**src/rtl/rcb_pkg.sv**
```systemverilog
`default_nettype none
// ---------------------------------------------------------------------------
// rcb_pkg
// Shared widths, register map and configuration type of the replicated
// counter broadcast unit.
// ---------------------------------------------------------------------------
package rcb_pkg;

    localparam int MAX_NODES = 16;

    localparam int NCNT_W  = 5;
    localparam int BIDX_W  = 4;
    localparam int ADDR_W  = 48;
    localparam int LEN_W   = 32;
    localparam int OPS_W   = 32;
    localparam int OP_W    = 32;
    localparam int QPN_W   = 24;
    localparam int TOTAL_W = 64;
    localparam int HALF_W  = 32;
    localparam int J_W     = NCNT_W + 1;

    localparam int APB_AW  = 6;
    localparam int APB_DW  = 64;
    localparam int REG_IDX_W = 3;

    localparam logic [REG_IDX_W-1:0] REG_NODE_COUNT    = 3'd0;
    localparam logic [REG_IDX_W-1:0] REG_BOARD_INDEX   = 3'd1;
    localparam logic [REG_IDX_W-1:0] REG_LOCAL_ADDRESS = 3'd2;
    localparam logic [REG_IDX_W-1:0] REG_REMOTE_BASE   = 3'd3;
    localparam logic [REG_IDX_W-1:0] REG_WRITE_LENGTH  = 3'd4;
    localparam logic [REG_IDX_W-1:0] REG_OP_LIMIT      = 3'd5;

    localparam logic [NCNT_W-1:0] NODE_COUNT_RST = 5'd1;

    typedef struct packed {
        logic [NCNT_W-1:0] node_count;
        logic [BIDX_W-1:0] board_index;
        logic [ADDR_W-1:0] local_address;
        logic [ADDR_W-1:0] remote_base;
        logic [LEN_W-1:0]  write_length;
        logic [OPS_W-1:0]  op_limit;
    } t_cfg;

    function automatic logic [NCNT_W-1:0] sat_nodes(input logic [NCNT_W-1:0] node_count);
        if (int'(node_count) > MAX_NODES) begin
            return NCNT_W'(MAX_NODES);
        end
        return node_count;
    endfunction

endpackage
`default_nettype wire

```
**src/rtl/replicated_counter_broadcast_unit.sv**
```systemverilog
`default_nettype none
// ---------------------------------------------------------------------------
// replicated_counter_broadcast_unit
// Replicated 64-bit counter that broadcasts one remote-write descriptor per
// peer node for every update request.
// ---------------------------------------------------------------------------
// One request is taken at a time. An ignored request (operation limit
// reached) is dropped in the idle state, a query passes through the count
// step, and an update steps through the count, low, high and two remote
// address steps, then emits one descriptor per peer (nodes - 1, or nodes
// when the board index lies outside the group). The steps share a
// single 32-bit adder that bumps the operation count, adds the increment to
// the counter as two halves and forms the remote address as two halves;
// descriptors then go into the output register one per cycle while the
// receiver does not hold off. The next request is taken while the last
// descriptor still waits in the output register.
module replicated_counter_broadcast_unit (
    input  wire logic                               i_clk,
    input  wire logic                               i_rst_n,
    input  wire logic                               i_op_valid,
    output logic                                    o_op_ready,
    input  wire logic signed [rcb_pkg::OP_W-1:0]    i_op_value,
    output logic                                    o_desc_valid,
    input  wire logic                               i_desc_ready,
    output logic             [rcb_pkg::QPN_W-1:0]   o_remote_qpn,
    output logic             [rcb_pkg::ADDR_W-1:0]  o_local_addr,
    output logic             [rcb_pkg::ADDR_W-1:0]  o_remote_addr,
    output logic             [rcb_pkg::LEN_W-1:0]   o_xfer_length,
    output logic signed      [rcb_pkg::HALF_W-1:0]  o_counter_value,
    output logic                                    o_last_write,
    input  wire logic                               psel,
    input  wire logic                               penable,
    input  wire logic                               pwrite,
    input  wire logic        [rcb_pkg::APB_AW-1:0]  paddr,
    input  wire logic        [rcb_pkg::APB_DW-1:0]  pwdata,
    output logic             [rcb_pkg::APB_DW-1:0]  prdata,
    output logic                                    pready
);
    import rcb_pkg::*;

    localparam logic [2:0] S_IDLE = 3'd0;
    localparam logic [2:0] S_CNT  = 3'd1;
    localparam logic [2:0] S_LO   = 3'd2;
    localparam logic [2:0] S_HI   = 3'd3;
    localparam logic [2:0] S_RA0  = 3'd4;
    localparam logic [2:0] S_RA1  = 3'd5;
    localparam logic [2:0] S_EMIT = 3'd6;

    t_cfg                   w_cfg;

    logic [2:0]             r_state;
    logic [2:0]             n_state;
    logic [OP_W-1:0]        r_op;
    logic [TOTAL_W-1:0]     r_total;
    logic [OPS_W-1:0]       r_ops;
    logic                   r_carry;
    logic [ADDR_W-1:0]      r_raddr;
    logic [QPN_W-1:0]       r_qpn;
    logic [J_W-1:0]         r_j;

    logic                   r_out_valid;
    logic [QPN_W-1:0]       r_out_qpn;
    logic [ADDR_W-1:0]      r_out_laddr;
    logic [ADDR_W-1:0]      r_out_raddr;
    logic [LEN_W-1:0]       r_out_len;
    logic [HALF_W-1:0]      r_out_cval;
    logic                   r_out_last;

    logic [HALF_W-1:0]      w_a;
    logic [HALF_W-1:0]      w_b;
    logic                   w_cin;
    logic [HALF_W:0]        w_sum;

    logic [NCNT_W-1:0]      w_n;
    logic [J_W-1:0]         w_n_ext;
    logic [J_W-1:0]         w_board_ext;
    logic [J_W-1:0]         w_first_j;
    logic [J_W-1:0]         w_j1;
    logic [J_W-1:0]         w_next_j;
    logic                   w_next_last;
    logic                   w_load;
    logic                   w_accept;
    logic                   w_limit_hit;
    logic [BIDX_W+NCNT_W-1:0] w_qpn_base;

    rcb_regs u_regs (
        .i_clk   (i_clk),
        .i_rst_n (i_rst_n),
        .psel    (psel),
        .penable (penable),
        .pwrite  (pwrite),
        .paddr   (paddr),
        .pwdata  (pwdata),
        .prdata  (prdata),
        .pready  (pready),
        .o_cfg   (w_cfg)
    );

    assign o_op_ready  = (r_state == S_IDLE);
    assign w_accept    = i_op_valid && o_op_ready;
    assign w_limit_hit = (r_ops >= w_cfg.op_limit);

    // shared adder
    always_comb begin
        w_a   = '0;
        w_b   = '0;
        w_cin = 1'b0;
        case (r_state)
            S_CNT: begin
                w_a   = r_ops;
                w_cin = 1'b1;
            end
            S_LO: begin
                w_a = r_total[HALF_W-1:0];
                w_b = r_op;
            end
            S_HI: begin
                w_a   = r_total[TOTAL_W-1:HALF_W];
                w_b   = {HALF_W{r_op[OP_W-1]}};
                w_cin = r_carry;
            end
            S_RA0: begin
                w_a = w_cfg.remote_base[HALF_W-1:0];
                w_b = {{(HALF_W-BIDX_W-2){1'b0}}, w_cfg.board_index, 2'b00};
            end
            S_RA1: begin
                w_a   = HALF_W'(w_cfg.remote_base[ADDR_W-1:HALF_W]);
                w_cin = r_carry;
            end
            default: ;
        endcase
    end

    assign w_sum = {1'b0, w_a} + {1'b0, w_b} + {{HALF_W{1'b0}}, w_cin};

    assign w_n         = sat_nodes(w_cfg.node_count);
    assign w_n_ext     = J_W'(w_n);
    assign w_board_ext = J_W'(w_cfg.board_index);
    assign w_first_j   = (w_cfg.board_index == '0) ? J_W'(1) : '0;
    assign w_j1        = r_j + J_W'(1);
    assign w_next_j    = (w_j1 == w_board_ext) ? (w_j1 + J_W'(1)) : w_j1;
    assign w_next_last = (w_next_j >= w_n_ext);
    assign w_qpn_base  = (BIDX_W+NCNT_W)'(w_cfg.board_index)
                       * ((BIDX_W+NCNT_W)'(w_n) - (BIDX_W+NCNT_W)'(1));
    assign w_load      = (r_state == S_EMIT) && (!r_out_valid || i_desc_ready);

    always_comb begin
        n_state = r_state;
        case (r_state)
            S_IDLE: begin
                if (w_accept && !w_limit_hit) begin
                    n_state = S_CNT;
                end
            end
            S_CNT:  n_state = (r_op == '0) ? S_IDLE : S_LO;
            S_LO:   n_state = S_HI;
            S_HI:   n_state = S_RA0;
            S_RA0:  n_state = S_RA1;
            S_RA1:  n_state = (w_first_j < w_n_ext) ? S_EMIT : S_IDLE;
            S_EMIT: begin
                if (w_load && w_next_last) begin
                    n_state = S_IDLE;
                end
            end
            default: n_state = S_IDLE;
        endcase
    end

    always_ff @(posedge i_clk) begin
        if (!i_rst_n) begin
            r_state     <= S_IDLE;
            r_ops       <= '0;
            r_total     <= '0;
            r_out_valid <= 1'b0;
        end else begin
            r_state <= n_state;
            if (r_state == S_CNT) begin
                r_ops <= w_sum[OPS_W-1:0];
            end
            if (r_state == S_LO) begin
                r_total[HALF_W-1:0] <= w_sum[HALF_W-1:0];
            end
            if (r_state == S_HI) begin
                r_total[TOTAL_W-1:HALF_W] <= w_sum[HALF_W-1:0];
            end
            if (w_load) begin
                r_out_valid <= 1'b1;
            end else if (i_desc_ready) begin
                r_out_valid <= 1'b0;
            end
        end
    end

    always_ff @(posedge i_clk) begin
        if (w_accept) begin
            r_op <= i_op_value;
        end
        if (r_state == S_LO || r_state == S_RA0) begin
            r_carry <= w_sum[HALF_W];
        end
        if (r_state == S_RA0) begin
            r_raddr[HALF_W-1:0] <= w_sum[HALF_W-1:0];
        end
        if (r_state == S_RA1) begin
            r_raddr[ADDR_W-1:HALF_W] <= w_sum[ADDR_W-HALF_W-1:0];
            r_qpn                    <= QPN_W'(w_qpn_base);
            r_j                      <= w_first_j;
        end
        if (w_load) begin
            r_j         <= w_next_j;
            r_qpn       <= r_qpn + QPN_W'(1);
            r_out_qpn   <= r_qpn;
            r_out_laddr <= w_cfg.local_address;
            r_out_raddr <= r_raddr;
            r_out_len   <= w_cfg.write_length;
            r_out_cval  <= r_total[HALF_W-1:0];
            r_out_last  <= w_next_last;
        end
    end

    assign o_desc_valid    = r_out_valid;
    assign o_remote_qpn    = r_out_qpn;
    assign o_local_addr    = r_out_laddr;
    assign o_remote_addr   = r_out_raddr;
    assign o_xfer_length   = r_out_len;
    assign o_counter_value = r_out_cval;
    assign o_last_write    = r_out_last;

    a_emit_index: assert property (@(posedge i_clk) disable iff (!i_rst_n)
        (r_state == S_EMIT) |-> ((r_j < w_n_ext) && (r_j != w_board_ext)))
        else $error("descriptor index out of group or on own board");

    a_limit_drop: assert property (@(posedge i_clk) disable iff (!i_rst_n)
        (w_accept && w_limit_hit) |=> (r_state == S_IDLE))
        else $error("request past operation limit was not dropped");

    a_query_no_desc: assert property (@(posedge i_clk) disable iff (!i_rst_n)
        (r_state == S_CNT && r_op == '0) |=> !w_load)
        else $error("query produced a descriptor");

endmodule
`default_nettype wire

```
**src/rtl/rcb_regs.sv**
```systemverilog
`default_nettype none
// ---------------------------------------------------------------------------
// rcb_regs
// APB configuration registers of the replicated counter broadcast unit.
// ---------------------------------------------------------------------------
module rcb_regs (
    input  wire logic                        i_clk,
    input  wire logic                        i_rst_n,
    input  wire logic                        psel,
    input  wire logic                        penable,
    input  wire logic                        pwrite,
    input  wire logic [rcb_pkg::APB_AW-1:0]  paddr,
    input  wire logic [rcb_pkg::APB_DW-1:0]  pwdata,
    output logic      [rcb_pkg::APB_DW-1:0]  prdata,
    output logic                             pready,
    output rcb_pkg::t_cfg                    o_cfg
);
    import rcb_pkg::*;

    t_cfg                   r_cfg;
    logic [REG_IDX_W-1:0]   w_idx;
    logic                   w_wr;

    assign w_idx  = paddr[APB_AW-1:APB_AW-REG_IDX_W];
    assign w_wr   = psel && penable && pwrite;
    assign pready = 1'b1;
    assign o_cfg  = r_cfg;

    always_ff @(posedge i_clk) begin
        if (!i_rst_n) begin
            r_cfg.node_count    <= NODE_COUNT_RST;
            r_cfg.board_index   <= '0;
            r_cfg.local_address <= '0;
            r_cfg.remote_base   <= '0;
            r_cfg.write_length  <= '0;
            r_cfg.op_limit      <= '0;
        end else if (w_wr) begin
            case (w_idx)
                REG_NODE_COUNT:    r_cfg.node_count    <= pwdata[NCNT_W-1:0];
                REG_BOARD_INDEX:   r_cfg.board_index   <= pwdata[BIDX_W-1:0];
                REG_LOCAL_ADDRESS: r_cfg.local_address <= pwdata[ADDR_W-1:0];
                REG_REMOTE_BASE:   r_cfg.remote_base   <= pwdata[ADDR_W-1:0];
                REG_WRITE_LENGTH:  r_cfg.write_length  <= pwdata[LEN_W-1:0];
                REG_OP_LIMIT:      r_cfg.op_limit      <= pwdata[OPS_W-1:0];
                default: ;
            endcase
        end
    end

    always_comb begin
        case (w_idx)
            REG_NODE_COUNT:    prdata = APB_DW'(r_cfg.node_count);
            REG_BOARD_INDEX:   prdata = APB_DW'(r_cfg.board_index);
            REG_LOCAL_ADDRESS: prdata = APB_DW'(r_cfg.local_address);
            REG_REMOTE_BASE:   prdata = APB_DW'(r_cfg.remote_base);
            REG_WRITE_LENGTH:  prdata = APB_DW'(r_cfg.write_length);
            REG_OP_LIMIT:      prdata = APB_DW'(r_cfg.op_limit);
            default:           prdata = '0;
        endcase
    end

endmodule
`default_nettype wire

```
**config.mk**
```make
export PLATFORM = sky130hd
export DESIGN_NAME = replicated_counter_broadcast_unit
export DESIGN_NICKNAME = d
export VERILOG_FILES = /design/src/rtl/rcb_pkg.sv /design/src/rtl/replicated_counter_broadcast_unit.sv /design/src/rtl/rcb_regs.sv
export SDC_FILE = /design/constraint.sdc
export NUM_CORES = 1
export LEC_CHECK = 0
export BUFFER_PORTS_ARGS = -buffer_cell sky130_fd_sc_hd__buf_2
export CAP_MARGIN = 20
export CORE_ASPECT_RATIO = 0.6
export CORE_UTILIZATION = 45
export DETAILED_ROUTE_END_ITERATION = 16
export GPL_TIMING_DRIVEN = 0
export PLACE_DENSITY = 0.71
export SLEW_MARGIN = 20
export SYNTH_ARGS = -nofsm -noshare
export SYNTH_HDL_FRONTEND = slang
export SYNTH_HIERARCHICAL = 1
export SYNTH_SLANG_ARGS = --single-unit
export TNS_END_PERCENT = 5
```
**constraint.sdc**
```tcl
create_clock -name i_clk -period 7.5 [get_ports i_clk]
set_input_delay 0 -clock i_clk [delete_from_list [all_inputs] [get_ports i_clk]]
set_output_delay 0 -clock i_clk [all_outputs]
set_load 0.02 [all_outputs]
```
# [Word-level counts from Yosys, hierarchy flattened]
# Cells that the tools add are included.
[word_totals] ff_bits=565 input_bits=109 out_inout_bits=252 word_cells=92
[classes] add_sub_neg=6 multipliers=1 magnitude_cmp=4 n_eq_ne=14 n_mux=20 reduce_logical=24
[op_table] op="48-bit case mux with 6 select lines" n=1
[op_table] op="32-bit case mux with 5 select lines" n=1
[op_table] op="32-bit case mux with 3 select lines" n=1
[op_table] op="24-bit two-way mux" n=2
[op_table] op="32-bit by 32-bit adder with 33-bit output" n=1
[op_table] op="33-bit by 1-bit adder with 33-bit output" n=1
[op_table] op="32-bit >= comparator" n=1
[op_table] op="32-bit logical NOT" n=1
[op_table] op="24-bit by 1-bit adder with 24-bit output (second input constant)" n=1
[op_table] op="3-bit case mux with 7 select lines" n=1
[op_table] op="6-bit two-way mux" n=3
[op_table] op="3-bit == test (second input constant)" n=5
[op_table] op="2-bit AND reduction" n=7
[op_table] op="6-bit by 1-bit adder with 6-bit output (second input constant)" n=2
[op_table] op="3-bit by 2-bit == test with 1-bit output (second input constant)" n=4
[op_table] op="5-bit two-way mux" n=2
[op_table] op="5-bit by 6-bit multiplier with 9-bit output" n=1
[op_table] op="3-bit two-way mux" n=3
[op_table] op="3-bit by 1-bit == test with 1-bit output (second input constant)" n=2
[op_table] op="6-bit by 4-bit == test with 1-bit output" n=1
[op_table] op="6-bit by 5-bit >= comparator with 1-bit output" n=1
[op_table] op="1-bit logical AND" n=6
[op_table] op="3-bit logical NOT" n=2
[op_table] op="5-bit by 1-bit subtractor with 6-bit output (second input constant)" n=1
[op_table] op="11 further kinds" n=18

# [Longest topological paths before layout]
[logic_depth] word_depth=7 mapped_depth=18 depth_no_buf=18

# [Cells and area by module]
# Netlist, hierarchy kept.
[modules_own_cells] mod="replicated_counter_broadcast_unit" n_inst=1 cells_per_inst=1555 area_each_um2=18108.6 seq_area_each_um2=10890.4
[modules_own_cells] mod="rcb_regs" n_inst=1 cells_per_inst=787 area_each_um2=7562.3 seq_area_each_um2=3383.2

# [Worst setup path after synthesis]
# No wires, ideal clock.
[synth_path] path_type="reg-to-reg" from="register r_state[1]" to="register r_qpn[5], data pin" setup_ns=0.226 t_arrival_ns=4.977 required_ns=7.274 path_slack_ns=2.297 stages_incl_launch_ff=7 path_buffers=1 synth_period_minus_slack_ns=5.203 path_cell_list="dfxtp_1 -> buf_2 -> nor2b_1 -> nand3_1 -> inv_1 -> nor2_1 -> a21oi_1"
[synth_via] elab_chain_cells=3
[synth_rtl] item="start: declaration" line="replicated_counter_broadcast_unit.sv:51" source="logic [2:0] r_state;"
[synth_rtl] item="start signal: assignment" line="replicated_counter_broadcast_unit.sv:176" source="r_state <= n_state;"
[synth_rtl] item="3-bit == test" line="replicated_counter_broadcast_unit.sv:145" source="assign w_load = (r_state == S_EMIT) && (!r_out_valid || i_desc_ready);"
[synth_rtl] item="1-bit logical AND" line="replicated_counter_broadcast_unit.sv:145"
[synth_rtl] item="named net w_load" line="replicated_counter_broadcast_unit.sv:81" source="logic w_load;"
[synth_rtl] item="24-bit two-way mux" line="replicated_counter_broadcast_unit.sv:209" source="if (w_load) begin"
[synth_rtl] item="end signal: assignment" line="replicated_counter_broadcast_unit.sv:206" source="r_qpn <= QPN_W'(w_qpn_base);"
[synth_rtl] item="end signal: assignment" line="replicated_counter_broadcast_unit.sv:211" source="r_qpn <= r_qpn + QPN_W'(1);"
[synth_rtl] item="end: declaration" line="replicated_counter_broadcast_unit.sv:58" source="logic [QPN_W-1:0] r_qpn;"
# The timed path passes the listed nets, and every way through them passes these cells.
# A chain may end at the register's enable or synchronous reset.

# [Worst setup path in the final report]
[layout_path] from="register r_state[2]" to="register r_raddr[30], data pin"
[layout_via] elab_chain_cells=4 elab_cells_between_ends=11 classes_between="add/sub: 2; eq/ne: 5; mux: 3; reduce/logical: 1"
[layout_rtl] item="3-bit == test (tied with other cells)" line="replicated_counter_broadcast_unit.sv:108" source="case (r_state)"
[layout_rtl] item="32-bit case mux with 5 select lines (tied with other cells)" line="replicated_counter_broadcast_unit.sv:108"
[layout_rtl] item="32-bit by 32-bit adder with 33-bit output or 1-bit case mux with 2 select lines (tied branches)" line="replicated_counter_broadcast_unit.sv:134, replicated_counter_broadcast_unit.sv:108"
[layout_rtl] item="33-bit by 1-bit adder with 33-bit output *" line="replicated_counter_broadcast_unit.sv:134" source="assign w_sum = {1'b0, w_a} + {1'b0, w_b} + {{HALF_W{1'b0}}, w_cin};"
[layout_rtl] item="named net w_sum[30]" line="replicated_counter_broadcast_unit.sv:72" source="logic [HALF_W:0] w_sum;"
[layout_rtl] item="end signal: indexed assignment" line="replicated_counter_broadcast_unit.sv:202" source="r_raddr[HALF_W-1:0] <= w_sum[HALF_W-1:0];"
[layout_rtl] item="end signal: indexed assignment" line="replicated_counter_broadcast_unit.sv:205" source="r_raddr[ADDR_W-1:HALF_W] <= w_sum[ADDR_W-HALF_W-1:0];"
[layout_rtl] item="end: declaration" line="replicated_counter_broadcast_unit.sv:57" source="logic [ADDR_W-1:0] r_raddr;"
# Mark *: on every way through the listed nets, which the timed path passes. The rest lies on a longest branch.

==> run_results.csv <==
group,metric,value,unit
outcome,outcome,"completed",
critical_path,cp-end-kind,"flop",
placed_design,port_buffers,322,
yosys,synth_xor_area_share,2.01,%
power_and_ir_drop,static_leakage_power,12.0,nW
clocking,ctsHtreeMaxLevel,2,
die,dieHeight,187,µm
clocking,worst_setup_hold_path_clk_slew,0.07,ns
finish,finish.utilization,55.1,%
grt,track_usage,27.8,%
yosys,synth.mux.area_fraction,10.7,%
die,design.die.area,0.0580,mm²
timing,slew_viol_final,0,
power_and_ir_drop,ratio_of_total_power_to_cell_area,243,mW/mm²
placed_design,gp_congestion,0.966,
die,floorplan.initialDensity,45.8,%
placed_design,hpwl,62800,µm
yosys,synth_top_area_share,34.6,%
clocking,ctsHoldBuffers,86,
detailed_routing,drt-met1-wl,38900,µm
timing,remaining_max_slew_budget_at_the_tightest_pin,25.9,%
yosys,synth_simple_gate_area_share,11.7,%
yosys,leading_post_synthesis_cells_by_cell_area,"sky130_fd_sc_hd__edfxtp_1, sky130_fd_sc_hd__dfxtp_1, sky130_fd_sc_hd__mux2i_1",
timing,fin_crit_sh,70.8,%
clocking,cts_tree,"built",
yosys,synth-adder-area-share,5.13,%
die,io-pin-count,361,
yosys,synth_top_family_by_area,"simple AND/OR/NAND/NOR gates",
yosys,syn-instance-count,2342,
yosys,synthesis.area,0.0257,mm²
detailed_routing,routed-wl-met2,35200,µm
yosys,synth.largest_area_cell,"sky130_fd_sc_hd__edfxtp_1",
grt,grt_first_pass_wirelength,121000,µm
grt,antenna_found_initial,0,
finish,layout_common_cells,"sky130_fd_sc_hd__nand2_1, sky130_fd_sc_hd__buf_2, sky130_fd_sc_hd__edfxtp_1",
finish,layout.nets,3027,
detailed_routing,dr_total_vias,20500,
yosys,synth.yosys.seq_area_share,55.6,%
grt,grt_remaining_overflow,0,
timing,rsz0062_at_grt,"false",
grt,vias_in_the_first_global_route,19300,
timing,setup_tns,0,ns
yosys,fraction_of_the_mapped_netlist_area_in_compound_gates,10.8,%
clocking,cts_num_sinks,565,
clocking,cts.repair.resized,0,
critical_path,timing.critical_path.slowest_stage_cell,"sky130_fd_sc_hd__o31ai_1",
detailed_routing,ant_nets,0,
die,placementRows,67,
die,chipWidth,310,µm
die,placeableCoreArea,0.0561,mm²
yosys,yosysWarningCount,6,
detailed_routing,drt_iter0_drc,2226,
critical_path,worstPathArrival,5.62,ns
critical_path,path_max_fanout,10,
timing,fin_skew,0.0228,ns
yosys,synth_async_sr_flop_share,0,%
clocking,insertion_delay,0.60,ns
timing,number_of_failing_hold_endpoints_at_the_final_stage,0,
yosys,synthFlopType,"sky130_fd_sc_hd__edfxtp_1",
grt,grt_start_max_net_pins,102,
timing,setup_viol,0,
timing,worst-slew-pin-transition,1.10,ns
yosys,synth-edff-count,296,
critical_path,cp_cell_sequence,"clkbuf_1 > clkbuf_1 > mux2i_1 > o21ai_0 > o21ai_0 > fa_1 > inv_1 > fa_1 > a211oi_1 > o21bai_1 > o211ai_1 > o211a_4 > nor3_1 > o21a_1 > o31ai_1 > inv_1",
clocking,clk_root_buffer_cell,"sky130_fd_sc_hd__clkbuf_16",
clocking,post_cts_buffers,0,
finish,final_common_cell,"sky130_fd_sc_hd__nand2_1",
finish,syn_to_final_growth,20.4,%
yosys,postSynthAreaPerCell,11.0,µm²
power_and_ir_drop,vdd_ir_drop_max,0.157,mV
detailed_routing,postRouteWirelength,83000,µm
detailed_routing,drt_pre_antenna_iters,6,
job,max_cap_viol_count,0,
critical_path,worst-setup-path-type,"flop to flop",
detailed_routing,route.detailed.drc,0,
critical_path,critPathMaxStageDelay,0.86,ns
hold_path,min-delay-path-class,"input pin to flop",
timing,max_clock_freq,188,MHz
timing,period_minus_slack,5.31,ns
finish,share_of_final_layout_standard_cells_stronger_than_drive_strength_1,17.2,%
clocking,total_clock_buffers_created_by_cts,52,
clocking,cts_max_path_buffers,3,
detailed_routing,detail_route.vias_per_cell,5.66,
yosys,yosysUniqueCellTypes,77,
critical_path,worst-endpoint-required,7.81,ns
yosys,ys_ff_latch,565,
detailed_routing,routed_wire_length_per_instance,22.9,µm
detailed_routing,wire_length_on_met3,7570,µm
finish,antenna_fix_cells,0,
critical_path,timing.critical_path.from_type,"flop",
detailed_routing,maxUsedRoutingLayer,"met4",
[where the power goes]
part | internal [mW] | switching [mW] | total (mW) | leakage, nW
clock network | 1.51 | 1.21 | 2.71 | 0.837
registers | 3.40 | 0.102 | 3.50 | 4.76
logic | 0.394 | 0.915 | 1.31 | 6.37
total | 5.30 | 2.23 | 7.52 | 12.0
[cell usage after synthesis, types with 20 or more instances]
cell type / n
sky130_fd_sc_hd__nand2_1: 405
sky130_fd_sc_hd__edfxtp_1: 296
sky130_fd_sc_hd__dfxtp_1: 269
sky130_fd_sc_hd__mux2i_1: 269
sky130_fd_sc_hd__a21oi_1: 143
sky130_fd_sc_hd__nor2_1: 95
sky130_fd_sc_hd__clkbuf_1: 91
sky130_fd_sc_hd__inv_1: 87
sky130_fd_sc_hd__ha_1: 86
sky130_fd_sc_hd__o21ai_0: 58
sky130_fd_sc_hd__nand3_1: 50
sky130_fd_sc_hd__a21o_1: 48
sky130_fd_sc_hd__a22oi_1: 36
sky130_fd_sc_hd__xnor2_1: 36
sky130_fd_sc_hd__o22ai_1: 30
sky130_fd_sc_hd__buf_2: 26
sky130_fd_sc_hd__buf_4: 25
sky130_fd_sc_hd__xor2_1: 23
sky130_fd_sc_hd__nor2b_1: 22
sky130_fd_sc_hd__and2_1: 20
[flip-flops by register name, indices dropped and copies added, names as in the netlist]
signal	flops
o_counter_value	32
o_desc_valid	1
o_last_write	1
o_local_addr	48
o_remote_addr	48
o_remote_qpn	24
o_xfer_length	32
r_carry	1
r_j	6
r_op	32
r_ops	32
r_qpn	24
r_raddr	48
r_state	3
r_total	64
u_regs/o_cfg	169
[layout make-up]
cell class | count | area, µm²
buffer | 151 | 719
clock buffer | 76 | 1510
clock inverter | 22 | 205
fill | 4858 | 25200
inverter | 88 | 338
multi-input combinational | 1553 | 10400
sequential | 565 | 14300
tap | 759 | 950
timing repair buffer | 409 | 2500
[metrics by stage]
step	power, mW	std cells	cell area, µm²	setup slack [ns]	hold slack (ns)
floorplan	4.30	2357	25700	2.30	0.0989
global placement	4.77	3438	28300	0.187	0.183
detailed placement	4.79	3439	28300	2.43	0.179
CTS	7.51	3623	30900	2.38	0.0362
global route	7.77	3623	30900	1.99	0.0824
finish	7.52	3623	30900	2.19	0.0710
[per-layer routing]
metal	vias to the layer above	track usage (%)
li1	9295	-
met1	10100	43.0
met2	990	40.8
met3	92	4.83
met4	0	4.95
met5	-	0
[cells by family (layout without fill, tap and decap cells)]
logic type	count (synthesis)	in the layout
other	2	17
and+or+nand+nor	683	683
muxes	273	273
adders and majority gates	98	98
AOI/OAI and AO/OA	423	423
xor gates and xnor gates	59	59
buffers and inverters	239	746
DFF	565	565
[worst max-delay path: cells and delay by family, from the launching register on]
kind            cells  cell delay, ns
compound gates      8            2.43
buf+inv             4            1.11
fa+ha+maj           2            0.76
flops               1            0.36
mux                 1            0.26
simple gates        1            0.07
[path summary, 6_finish.rpt]
kind | to | slack [ns] | start | cells past startpoint
setup / recovery | r_raddr[30] | 2.19 | r_state[2] | 16
hold / removal | u_regs/o_cfg[31] | 0.07 | pwrite | 4
setup reg to reg | r_raddr[30] | 2.19 | r_state[2] | 16
hold reg to reg | o_remote_addr[39] | 0.42 | r_raddr[39] | 0
(Power assumes the default switching activity.)
